### src/design/bpa_pkg.sv
// Package: shared types, codes and defaults for the buffer pool allocator.
`timescale 1ns / 1ps

package bpa_pkg;

	localparam int THREADS_DEF = 4;
	localparam int BUFFERS_DEF = 8;

	localparam int AGE_W = 16;
	localparam logic signed [AGE_W-1:0] AGE_MIN = {1'b1, {(AGE_W-1){1'b0}}};
	localparam logic signed [AGE_W-1:0] AGE_ONE = AGE_W'(1);

	// request kinds
	localparam logic [1:0] KIND_VOL  = 2'd0;
	localparam logic [1:0] KIND_EXCL = 2'd1;
	localparam logic [1:0] KIND_REL  = 2'd2;

	// buffer marks
	localparam logic [1:0] MARK_FREE = 2'd0;
	localparam logic [1:0] MARK_VOL  = 2'd1;
	localparam logic [1:0] MARK_BUSY = 2'd2;

	// result status
	localparam logic STATUS_OK  = 1'b0;
	localparam logic STATUS_OUT = 1'b1;

	typedef struct packed {
		logic [1:0] kind;
		logic [1:0] thread_id;
		logic [2:0] buffer_index;
	} req_t;

	typedef struct packed {
		logic [2:0] granted_index;
		logic       status;
		logic [3:0] free_count;
		logic [3:0] reusable_count;
	} rsp_t;

	typedef struct packed {
		logic [1:0]              mark;
		logic signed [AGE_W-1:0] age;
	} entry_t;

endpackage

### src/design/bpa_mem.sv
// Module: buffer state memory, one write port and one registered read port.
`timescale 1ns / 1ps

module bpa_mem #(
	parameter int DEPTH = bpa_pkg::THREADS_DEF * bpa_pkg::BUFFERS_DEF,
	parameter int AW    = (DEPTH > 1) ? $clog2(DEPTH) : 1
) (
	input  logic            clk,
	input  logic            we,
	input  logic [AW-1:0]   waddr,
	input  bpa_pkg::entry_t wdata,
	input  logic [AW-1:0]   raddr,
	output bpa_pkg::entry_t rdata
);

	bpa_pkg::entry_t mem [DEPTH];

	always_ff @(posedge clk) begin
		if (we) begin
			mem[waddr] <= wdata;
		end
	end

	always_ff @(posedge clk) begin
		rdata <= mem[raddr];
	end

endmodule

### src/design/bpa_age_alu.sv
// Module: shared signed age subtractor, used for compare and saturating decrement.
`timescale 1ns / 1ps

module bpa_age_alu (
	input  logic signed [bpa_pkg::AGE_W-1:0] a,
	input  logic signed [bpa_pkg::AGE_W-1:0] b,
	output logic                             lt,
	output logic signed [bpa_pkg::AGE_W-1:0] diff_sat
);

	logic [bpa_pkg::AGE_W:0] diff;

	assign diff     = {a[bpa_pkg::AGE_W-1], a} - {b[bpa_pkg::AGE_W-1], b};
	assign lt       = diff[bpa_pkg::AGE_W];
	// hold at the minimum instead of wrapping
	assign diff_sat = (a == bpa_pkg::AGE_MIN) ? a : diff[bpa_pkg::AGE_W-1:0];

endmodule

### src/design/buffer_pool_allocator_oldest_reuse_top.sv
// Module: top level of the per-thread buffer pool allocator with oldest reuse.
//
//   channel | direction | handshake          | payload
//   --------+-----------+--------------------+---------------------------
//   req     | in        | req_valid/req_stall | bpa_pkg::req_t  (kind, thread, index)
//   rsp     | out       | rsp_valid/rsp_stall | bpa_pkg::rsp_t  (grant, status, counts)
//
// A volatile allocation that finds a buffer makes two passes over the pool through
// the single memory port (scan, then aging); a thread beyond THREADS skips both,
// and every other request makes the scan pass only.
// After reset a clearing pass writes every entry free with age zero;
// req_stall stays high meanwhile.
// req_stall is high whenever the sequencer is busy; a finished response waits
// in its own register, so a new request may be taken while rsp_stall holds it.
`timescale 1ns / 1ps

module buffer_pool_allocator_oldest_reuse_top #(
	parameter int THREADS = bpa_pkg::THREADS_DEF,
	parameter int BUFFERS = bpa_pkg::BUFFERS_DEF
) (
	input  logic          clk,
	input  logic          arst_n,
	input  logic          req_valid,
	output logic          req_stall,
	input  bpa_pkg::req_t req,
	output logic          rsp_valid,
	input  logic          rsp_stall,
	output bpa_pkg::rsp_t rsp
);

	localparam int DEPTH = THREADS * BUFFERS;
	localparam int AW    = (DEPTH > 1) ? $clog2(DEPTH) : 1;
	localparam int BW    = (BUFFERS > 1) ? $clog2(BUFFERS) : 1;
	localparam int CW    = $clog2(BUFFERS + 1);

	// sequencer states
	localparam logic [2:0] S_CLEAR  = 3'd0;
	localparam logic [2:0] S_IDLE   = 3'd1;
	localparam logic [2:0] S_SCAN   = 3'd2;
	localparam logic [2:0] S_DECIDE = 3'd3;
	localparam logic [2:0] S_AGE    = 3'd4;
	localparam logic [2:0] S_FINISH = 3'd5;

	logic [2:0]    state_q;
	logic [AW-1:0] clr_q;
	logic [CW-1:0] cnt_q;
	logic [AW-1:0] base_q;

	// latched request
	logic [1:0]    kind_q;
	logic [2:0]    bidx_q;
	logic          rel_ok_q;
	logic [BW-1:0] rel_idx_q;

	// scan results
	logic                             free_found_q;
	logic [BW-1:0]                    free_idx_q;
	logic signed [bpa_pkg::AGE_W-1:0] free_age_q;
	logic                             vol_found_q;
	logic [BW-1:0]                    vol_idx_q;
	logic signed [bpa_pkg::AGE_W-1:0] vol_age_q;
	logic [1:0]                       rel_mark_q;
	logic signed [bpa_pkg::AGE_W-1:0] rel_age_q;
	logic [CW-1:0]                    nfree_q;
	logic [CW-1:0]                    nvol_q;

	logic [BW-1:0]  chosen_q;
	bpa_pkg::rsp_t  res_q;
	logic           rsp_valid_q;
	bpa_pkg::rsp_t  rsp_q;

	// memory port
	logic            mem_we;
	logic [AW-1:0]   mem_waddr;
	bpa_pkg::entry_t mem_wdata;
	logic [AW-1:0]   mem_raddr;
	bpa_pkg::entry_t mem_rdata;

	// shared age unit
	logic signed [bpa_pkg::AGE_W-1:0] alu_b;
	logic                             alu_lt;
	logic signed [bpa_pkg::AGE_W-1:0] alu_dec;

	logic          accept;
	logic          rsp_load;
	logic          ent_vld;
	logic [BW-1:0] ent_idx;
	logic          thread_ok;

	// decision logic
	logic                             found;
	logic [BW-1:0]                    chosen;
	logic signed [bpa_pkg::AGE_W-1:0] chosen_age;
	logic                             dec_we;
	logic [BW-1:0]                    dec_idx;
	bpa_pkg::entry_t                  dec_entry;
	logic [CW-1:0]                    dec_nf;
	logic [CW-1:0]                    dec_nv;
	logic [2:0]                       dec_grant;
	logic                             dec_status;
	logic                             dec_age;

	assign req_stall = (state_q != S_IDLE);
	assign accept    = req_valid && !req_stall;
	assign rsp_valid = rsp_valid_q;
	assign rsp       = rsp_q;
	assign rsp_load  = (state_q == S_FINISH) && (!rsp_valid_q || !rsp_stall);
	assign thread_ok = (32'(req.thread_id) < THREADS);

	// read data of the previous cycle's address belongs to entry cnt-1
	assign ent_vld = (cnt_q != '0);
	assign ent_idx = BW'(cnt_q - CW'(1));

	assign mem_raddr = base_q + AW'(cnt_q);

	bpa_mem #(
		.DEPTH(DEPTH),
		.AW   (AW)
	) u_mem (
		.clk  (clk),
		.we   (mem_we),
		.waddr(mem_waddr),
		.wdata(mem_wdata),
		.raddr(mem_raddr),
		.rdata(mem_rdata)
	);

	// compare against the best age during the scan, decrement by one otherwise
	assign alu_b = (state_q == S_SCAN) ? vol_age_q : bpa_pkg::AGE_ONE;

	bpa_age_alu u_alu (
		.a       (mem_rdata.age),
		.b       (alu_b),
		.lt      (alu_lt),
		.diff_sat(alu_dec)
	);

	// Pick the lowest free buffer first, else the oldest (lowest-aged) volatile one,
	// and work out how the counts move for the request kind.
	always_comb begin
		found      = free_found_q || vol_found_q;
		chosen     = free_found_q ? free_idx_q : vol_idx_q;
		chosen_age = free_found_q ? free_age_q : vol_age_q;
		dec_we     = 1'b0;
		dec_idx    = chosen;
		dec_entry  = '{mark: bpa_pkg::MARK_BUSY, age: chosen_age};
		dec_nf     = nfree_q;
		dec_nv     = nvol_q;
		dec_grant  = 3'd0;
		dec_status = bpa_pkg::STATUS_OK;
		dec_age    = 1'b0;
		case (kind_q)
			bpa_pkg::KIND_VOL: begin
				if (found) begin
					dec_grant = 3'(chosen);
					dec_age   = 1'b1;
					if (free_found_q) begin
						dec_nf = nfree_q - CW'(1);
						dec_nv = nvol_q + CW'(1);
					end
				end else begin
					dec_status = bpa_pkg::STATUS_OUT;
				end
			end
			bpa_pkg::KIND_EXCL: begin
				if (found) begin
					dec_grant = 3'(chosen);
					dec_we    = 1'b1;
					if (free_found_q) begin
						dec_nf = nfree_q - CW'(1);
					end else begin
						dec_nv = nvol_q - CW'(1);
					end
				end else begin
					dec_status = bpa_pkg::STATUS_OUT;
				end
			end
			bpa_pkg::KIND_REL: begin
				dec_grant = bidx_q;
				if (rel_ok_q) begin
					dec_we    = 1'b1;
					dec_idx   = rel_idx_q;
					dec_entry = '{mark: bpa_pkg::MARK_FREE, age: rel_age_q};
					case (rel_mark_q)
						bpa_pkg::MARK_VOL: begin
							dec_nf = nfree_q + CW'(1);
							dec_nv = nvol_q - CW'(1);
						end
						bpa_pkg::MARK_BUSY: begin
							dec_nf = nfree_q + CW'(1);
						end
						default: begin
						end
					endcase
				end else begin
					dec_status = bpa_pkg::STATUS_OUT;
				end
			end
			default: begin
			end
		endcase
	end

	// Drive the single write port: clearing pass, decision write-back, aging pass.
	always_comb begin
		mem_we    = 1'b0;
		mem_waddr = clr_q;
		mem_wdata = '{mark: bpa_pkg::MARK_FREE, age: '0};
		case (state_q)
			S_CLEAR: begin
				mem_we = 1'b1;
			end
			S_DECIDE: begin
				mem_we    = dec_we;
				mem_waddr = base_q + AW'(dec_idx);
				mem_wdata = dec_entry;
			end
			S_AGE: begin
				mem_we    = ent_vld;
				mem_waddr = base_q + AW'(ent_idx);
				if (ent_idx == chosen_q) begin
					mem_wdata = '{mark: bpa_pkg::MARK_VOL, age: bpa_pkg::AGE_W'(BUFFERS)};
				end else begin
					mem_wdata = '{mark: mem_rdata.mark, age: alu_dec};
				end
			end
			default: begin
			end
		endcase
	end

	// Sequencer.
	always_ff @(posedge clk or negedge arst_n) begin
		if (!arst_n) begin
			state_q <= S_CLEAR;
			clr_q   <= '0;
			cnt_q   <= '0;
		end else begin
			case (state_q)
				S_CLEAR: begin
					clr_q <= clr_q + AW'(1);
					if (clr_q == AW'(DEPTH - 1)) begin
						state_q <= S_IDLE;
					end
				end
				S_IDLE: begin
					cnt_q <= '0;
					if (accept) begin
						state_q <= thread_ok ? S_SCAN : S_FINISH;
					end
				end
				S_SCAN: begin
					if (cnt_q == CW'(BUFFERS)) begin
						state_q <= S_DECIDE;
						cnt_q   <= '0;
					end else begin
						cnt_q <= cnt_q + CW'(1);
					end
				end
				S_DECIDE: begin
					cnt_q   <= '0;
					state_q <= dec_age ? S_AGE : S_FINISH;
				end
				S_AGE: begin
					if (cnt_q == CW'(BUFFERS)) begin
						state_q <= S_FINISH;
					end else begin
						cnt_q <= cnt_q + CW'(1);
					end
				end
				S_FINISH: begin
					if (rsp_load) begin
						state_q <= S_IDLE;
					end
				end
				default: begin
					state_q <= S_IDLE;
				end
			endcase
		end
	end

	// Latch the request, gather scan and decision results; no reset needed on payload.
	always_ff @(posedge clk) begin
		case (state_q)
			S_IDLE: begin
				kind_q       <= req.kind;
				bidx_q       <= req.buffer_index;
				base_q       <= AW'(32'(req.thread_id) * BUFFERS);
				rel_ok_q     <= (req.kind == bpa_pkg::KIND_REL)
				                && (32'(req.buffer_index) < BUFFERS);
				rel_idx_q    <= BW'(req.buffer_index);
				free_found_q <= 1'b0;
				vol_found_q  <= 1'b0;
				vol_age_q    <= '0;
				rel_mark_q   <= bpa_pkg::MARK_FREE;
				nfree_q      <= '0;
				nvol_q       <= '0;
				// out-of-range thread: reject with zero counts
				res_q        <= '{granted_index: 3'd0, status: bpa_pkg::STATUS_OUT,
				                  free_count: 4'd0, reusable_count: 4'd0};
			end
			S_SCAN: begin
				if (ent_vld) begin
					if (mem_rdata.mark == bpa_pkg::MARK_FREE) begin
						nfree_q <= nfree_q + CW'(1);
						if (!free_found_q) begin
							free_found_q <= 1'b1;
							free_idx_q   <= ent_idx;
							free_age_q   <= mem_rdata.age;
						end
					end
					if (mem_rdata.mark == bpa_pkg::MARK_VOL) begin
						nvol_q <= nvol_q + CW'(1);
						// strict compare keeps the lowest index on ties
						if (!vol_found_q || alu_lt) begin
							vol_found_q <= 1'b1;
							vol_idx_q   <= ent_idx;
							vol_age_q   <= mem_rdata.age;
						end
					end
					if (ent_idx == rel_idx_q) begin
						rel_mark_q <= mem_rdata.mark;
						rel_age_q  <= mem_rdata.age;
					end
				end
			end
			S_DECIDE: begin
				chosen_q <= chosen;
				res_q    <= '{granted_index: dec_grant, status: dec_status,
				             free_count: 4'(dec_nf), reusable_count: 4'(dec_nf + dec_nv)};
			end
			default: begin
			end
		endcase
	end

	// Output register: load a finished response, drop it once taken.
	always_ff @(posedge clk or negedge arst_n) begin
		if (!arst_n) begin
			rsp_valid_q <= 1'b0;
		end else if (rsp_load) begin
			rsp_valid_q <= 1'b1;
		end else if (!rsp_stall) begin
			rsp_valid_q <= 1'b0;
		end
	end

	always_ff @(posedge clk) begin
		if (rsp_load) begin
			rsp_q <= res_q;
		end
	end

	// The sequencer goes busy right after taking a request.
	a_busy_after_accept: assert property (@(posedge clk) disable iff (!arst_n)
		accept |=> req_stall)
		else $error("request accepted but sequencer did not go busy");

	// The memory is written only while clearing, deciding or aging.
	a_write_states: assert property (@(posedge clk) disable iff (!arst_n)
		mem_we |-> (state_q == S_CLEAR || state_q == S_DECIDE || state_q == S_AGE))
		else $error("memory written outside a writing state");

	// Scan counts never exceed the pool size.
	a_count_bound: assert property (@(posedge clk) disable iff (!arst_n)
		(state_q == S_DECIDE) |-> (int'(nfree_q) + int'(nvol_q) <= BUFFERS))
		else $error("scan counted more buffers than the pool holds");

	// A response appears only out of the finish state.
	a_rsp_source: assert property (@(posedge clk) disable iff (!arst_n)
		$rose(rsp_valid_q) |-> ($past(state_q) == S_FINISH))
		else $error("response raised outside the finish state");

endmodule

### config.mk
export PLATFORM = sky130hd
export DESIGN_NAME = buffer_pool_allocator_oldest_reuse_top
export DESIGN_NICKNAME = d
export VERILOG_FILES = /design/src/design/bpa_pkg.sv /design/src/design/bpa_mem.sv /design/src/design/bpa_age_alu.sv /design/src/design/buffer_pool_allocator_oldest_reuse_top.sv
export SDC_FILE = /design/constraint.sdc
export NUM_CORES = 1
export LEC_CHECK = 0
export ABC_AREA = 1
export BUFFER_PORTS_ARGS = -buffer_cell sky130_fd_sc_hd__buf_2
export CORE_ASPECT_RATIO = 0.7
export CORE_MARGIN = 1
export CORE_UTILIZATION = 45
export CTS_CLUSTER_SIZE = 24
export DETAILED_ROUTE_END_ITERATION = 6
export GPL_ROUTABILITY_DRIVEN = 1
export HOLD_SLACK_MARGIN = 0.06
export PLACE_DENSITY = 0.73
export SYNTH_ARGS = -nofsm -noshare
export SYNTH_HDL_FRONTEND = slang
export SYNTH_SLANG_ARGS = --single-unit
### constraint.sdc
create_clock -name clk -period 3.6 [get_ports clk]
set_clock_uncertainty 0.05 [all_clocks]
set_input_delay 0.72 -clock clk [delete_from_list [all_inputs] [get_ports clk]]
set_output_delay 0.72 -clock clk [all_outputs]
set_load 0.02 [all_outputs]
== After elaboration in Yosys (flattened, before gate mapping) ==
Memory sizes are Yosys's and may differ from the RTL's. A register that Yosys moved wholly into a read port is not among the register bits.
Index checks and enable logic that the tools add are counted.

* Register bits: 114
* Memory bits (writable): 576
* Input bits: 11
* Output and inout bits: 14
* Logic and storage cells: 166
* Memories: 1

* Add/subtract/negate cells: 12
* Equality and inequality tests: 29
* Mux-type cells: 68
* Bitwise logic cells: 1
* Reductions and logical operators: 28

{| class="wikitable"
|+ Memory list
! memory !! depth !! width !! rd ports !! clocked after Yosys merged registers in !! write ports !! line !! text
|-
| u_mem.mem || 32 || 18 || 1 || 1 || 1 || bpa_mem.sv:16 || <nowiki>bpa_pkg::entry_t mem [DEPTH];</nowiki>
|}

{| class="wikitable"
|+ Operators by type and width
! kind !! count
|-
| $mux 16 || 6
|-
| $mux 4 || 16
|-
| $mux 18 || 3
|-
| $pmux 18 s2 || 1
|-
| $pmux 16 s2 || 1
|-
| $mux 3 || 9
|-
| $pmux 12 s2 || 1
|-
| $pmux 4 s2 || 3
|-
| $pmux 4 s3 || 2
|-
| $pmux 3 s6 || 1
|-
| $sub 16x16->17 || 1
|-
| $eq 16x16->1 const B || 1
|-
| $mux 1 || 15
|-
| $add 4x1->4 const B || 3
|-
| $ne 2x1->1 const B || 6
|-
| $ne 2x2->1 const B || 6
|-
| $reduce_and 3->1 || 4
|-
| $reduce_and 4->1 || 3
|-
| $add 5x3->5 || 2
|-
| $pmux 5 s2 || 1
|-
| $pmux 1 s2 || 4
|-
| $sub 4x1->4 const B || 2
|-
| $eq 2x1->1 const B || 3
|-
| $eq 2x2->1 const B || 3
|-
| other kinds (27) || 41
|}

== Depth between registers and ports, before layout ==
* Depth in word-level cells: 8
* Mapped depth: 18
* Mapped depth without buffers: 17

== Hierarchy ==
Synthesis repeated with hierarchy kept, for this count alone.

* Cells, all modules: 2,820
* Area total of the unflattened synthesis: 30,727.0 um^2

{| class="wikitable"
|+ By module, submodules not included
! module !! times used !! cells each !! area each (um^2) !! sequential area each (um^2)
|-
| bpa_mem || 1 || 2,009 || 23,847.9 || 17,656.9
|-
| buffer_pool_allocator_oldest_reuse_top || 1 || 566 || 5,664.2 || 3,358.2
|-
| bpa_age_alu || 1 || 245 || 1,214.9 || 0.0
|}

== Worst setup path after synthesis ==
OpenSTA, ideal clock, no wires.

* Kind: reg-to-reg
* From: register state_q[2]
* To: memory u_mem.mem[0][5] (netlist name) (data pin)
* Library setup time: 0.454 ns
* Arrival: 3.366 ns
* Required time: 3.096 ns
* Slack: -0.270 ns
* Stages on the path, launching flop included: 12
* Buffers on the path: 2
* Period minus slack after synthesis: 3.870 ns
* Cells stage by stage: dfrtp_1 > buf_2 > nor3_2 > clkbuf_1 > nand2_1 > ha_1 > nand2_1 > o21ai_0 > nand2_1 > nand3b_1 > a21oi_1 > o21ai_0

{| class="wikitable"
|+ RTL lines
! item !! line !! text
|-
| from (decl) || buffer_pool_allocator_oldest_reuse_top.sv:44 || <nowiki>logic [2:0] state_q;</nowiki>
|-
| from (signal assigned) || buffer_pool_allocator_oldest_reuse_top.sv:249 || <nowiki>state_q <= thread_ok ? S_SCAN : S_FINISH;</nowiki>
|-
| from (signal assigned) || buffer_pool_allocator_oldest_reuse_top.sv:262 || <nowiki>state_q <= dec_age ? S_AGE : S_FINISH;</nowiki>
|-
| to (decl) || bpa_mem.sv:16 ||
|}

== Worst setup path after layout ==
* From: register kind_q[0]
* To: memory u_mem.mem[7][4] (netlist name) (enable)

* Word-level cells in the longest chain between the ends: 5
* Elaborated cells between the ends (all ways): 9
* Those cells by class: 1 x add/sub; 2 x eq/ne; 6 x mux

{| class="wikitable"
|+ RTL lines
! item !! line !! text
|-
| from (decl) || buffer_pool_allocator_oldest_reuse_top.sv:50 || <nowiki>logic [1:0] kind_q;</nowiki>
|-
| from (signal assigned) || buffer_pool_allocator_oldest_reuse_top.sv:287 || <nowiki>kind_q <= req.kind;</nowiki>
|-
| parallel branches: the longest is 5 deep, another holds $add 5x3->5 || n/a ||
|}

Parallel ways; which one is timed is not known.

==> impl_metrics.env <==
export IMPL_numCtsBuffers=66
export IMPL_postRouteAntennaNets=0
export IMPL_yosysMostFrequentCell="edfxtp_1"
export IMPL_p_leak_nw=11.50
export IMPL_hold_viol=0
export IMPL_design_area_um2=33120
export IMPL_place_hpwl_mm=48.79
export IMPL_fin_tns_setup_ns=0
export IMPL_postSynthAreaPerCell_um2=12.27
export IMPL_placed_cell_area_um2=30990
export IMPL_synth_nets=2453
export IMPL_wire_per_inst_um=23.58
export IMPL_violations="DRC"
export IMPL_cp_data_arrival_time_ns=3.51
export IMPL_cp_common_cell="inv_1"
export IMPL_crit_type="reg -> reg"
export IMPL_nets=2491
export IMPL_clk_pin_slew_worst_paths_ns=0.06
export IMPL_antennaDiodeCount=0
export IMPL_cap_viol_max_count=0
export IMPL_synthCells=2404
export IMPL_die_area_um2=66570
export IMPL_grt_start_max_net_pins=159
export IMPL_drv_slew=0
export IMPL_vdd_ir_drop_worst_mv=0.7803
export IMPL_crit_chain="inv_1, ha_1, nand2_2, inv_1, o21ai_0, inv_1, nor2_2, inv_1, nand3_2, nor2_2, buf_4"
export IMPL_first_pass_iters=7
export IMPL_io_buffers=24
export IMPL_grt_pass1_wl_mm=118.5
export IMPL_avgViaCountPerCell=6.015
export IMPL_drc_errors=4
export IMPL_die_w_um=308.0
export IMPL_grt_pass1_vias=18960
export IMPL_cts_root_buf="clkbuf_16"
export IMPL_ys_top_cells_by_count="677 x edfxtp_1, 399 x nor2_1, 341 x o21ai_0"
export IMPL_cts_tree="done"
export IMPL_async_flop_share_pct=1.836
export IMPL_hold_class="in -> reg"
export IMPL_ys_types=45
export IMPL_crit_family="simple AND/OR/NAND/NOR gates"
export IMPL_ys_warn_count=0
export IMPL_ys_seq_area_share_pct=71.27
export IMPL_synth_top_area_share_pct=68.94
export IMPL_synth_area_um2=29490
export IMPL_area_growth_pct=12.31
export IMPL_drive_gt1_share_pct=11.19
export IMPL_required_ns=3.82
export IMPL_wirelength_mm=79.53
export IMPL_antenna_found_initial=0
export IMPL_fin_crit_ns=3.294
export IMPL_postCtsSetupBuffers=0
export IMPL_synth_edf_count=677
export IMPL_grt_overflow=0
export IMPL_clk_latency_ns=0.62
export IMPL_cts_sinks=708
export IMPL_core_area_um2=64800
export IMPL_die_height_um=216.2
export IMPL_power_density_nw_per_um2=897.0
export IMPL_grt_usage_pct=23.75
export IMPL_vias=20290
export IMPL_path_buf_inv=5
export IMPL_slowest_stage="edfxtp_1"
export IMPL_tightest_slew_ns=1.078
export IMPL_max_stage_delay_ns=0.42
export IMPL_ys_ff_latch=708
export IMPL_finalSetupViolations=0
export IMPL_start_util_pct=45.51
export IMPL_core_rowCount=78
export IMPL_status="finished, violations left"
export IMPL_synth_ff_type="edfxtp_1"
export IMPL_gp_routability_congestion=0.9458
export IMPL_io_pins=25
export IMPL_synth_area_leaders="edfxtp_1 69%, o21ai_0 5.8%, nor2_1 5.1%"
export IMPL_finalCritPeriodShare_pct=91.51
export IMPL_relSlewSlack_pct=28.12
export IMPL_rsz0062_at_grt="false"
export IMPL_fmax_ghz=0.3036
export IMPL_cp_max_fo=18
export IMPL_cts_htree_levels=3
export IMPL_worstSetupStartpointType="register"
export IMPL_yosysTopAreaCell="edfxtp_1"
export IMPL_worst_setup_path_end_kind="register"
export IMPL_first_iter_violations=3029
export IMPL_cts_buffer_depth=3
-- placed cells by master (no fill, tap or decap), types with 5 or more instances in the layout --
cell and count:
clkinv_1 6, buf_4 77, nor3_2 6, bufinv_16 5, inv_2 7, buf_2 24
clkbuf_16 68, clkbuf_1 20, xor2_1 10, xnor2_1 9, dfxtp_1 18, nand3_1 116
nand4_1 9, clkinv_2 12, ha_1 36, edfxtp_1 677, nor3_1 7, a21oi_1 38
nor2_2 32, a31oi_1 11, buf_12 6, inv_1 90, nand2_1 283, o21ai_0 335
nand3_2 6, nor2_1 371, o21ai_2 9, o221ai_1 144, dfrtp_1 10
-- timing repair --
item | in CTS | in global routing
hold endpoints to repair | 13 | 0
hold buffers | 1 | 0
gates resized for setup | 0 | 0
endpoints found under the setup margin | 0 | 0
-- kinds of logic after synthesis --
family / count (synthesis) / share of synthesized area (%)
and+or+nand+nor: 841 / 11.65
AOI/OAI and AO/OA: 556 / 11.50
muxes: 1 / 0.03818
adders and majority gates: 38 / 1.663
buffers and inverters: 240 / 3.263
xor gates and xnor gates: 20 / 0.6195
DFF: 708 / 71.27
-- path summary, 6_finish.rpt --
kind,from,endpoint,slack (ns),cells past startpoint
max,kind_q[0],u_mem.mem[7][4],0.31,11
min,req[3],base_q[3],0.24,1
max reg2reg,kind_q[0],u_mem.mem[7][4],0.31,11
min reg2reg,res_q[7],rsp[7],0.37,0
max in group asynchronous,arst_n,cnt_q[0],2.71,2
min in group asynchronous,arst_n,clr_q[3],0.53,2
-- flip-flops by register name (all words and copies together) (netlist names), 3 cells and up --
register,count
chosen_q,3
clr_q,5
cnt_q,4
free_age_q,16
free_idx_q,3
nfree_q,4
nvol_q,4
rel_age_q,16
rel_idx_q,3
res_q,12
rsp,12
state_q,3
u_mem.mem,576
u_mem.rdata,18
vol_age_q,16
vol_idx_q,3
-- stage by stage --
stage / std cells / power, mW / utilization [%] / hold slack (ns) / setup WS, ns
2_1_floorplan: 2404 / 18.29 / - / 0.3503 / 0.001845
3_3_place_gp: 3253 / 22.27 / 47.83 / 0.3533 / 0.4555
3_5_place_dp: 3253 / 22.56 / 47.83 / 0.3565 / 0.4289
4_1_cts: 3373 / 29.43 / 51.11 / 0.2212 / 0.4128
5_1_grt: 3373 / 30.99 / 51.11 / 0.2161 / 0.1625
6_report: 3373 / 29.71 / 51.11 / 0.2417 / 0.3057
-- report_power, final --
part / total [mW] / switching, mW / leakage [nW] / internal (mW)
registers: 11.8 / 0.642 / 6.56 / 11.1
logic: 11.0 / 8.22 / 3.91 / 2.79
clock network: 6.94 / 3.04 / 1.03 / 3.90
-- final cells by class --
class / instances / area (µm²)
sequential: 708 / 21020
fill: 5448 / 31680
multi-input combinational: 1456 / 7656
inverter: 102 / 392.9
timing repair buffer: 108 / 828.3
clock buffer: 89 / 1790
clock inverter: 30 / 325.3
tap: 880 / 1101
-- per-layer routing --
metal | part of all wire, % | global-route usage, %
met3 | 13 | 6.444
met4 | 2.4 | 6.070
met5 | 0 | 0
met1 | 42 | 36.35
met2 | 42 | 33.22
Power figures use the tool's default switching activity.
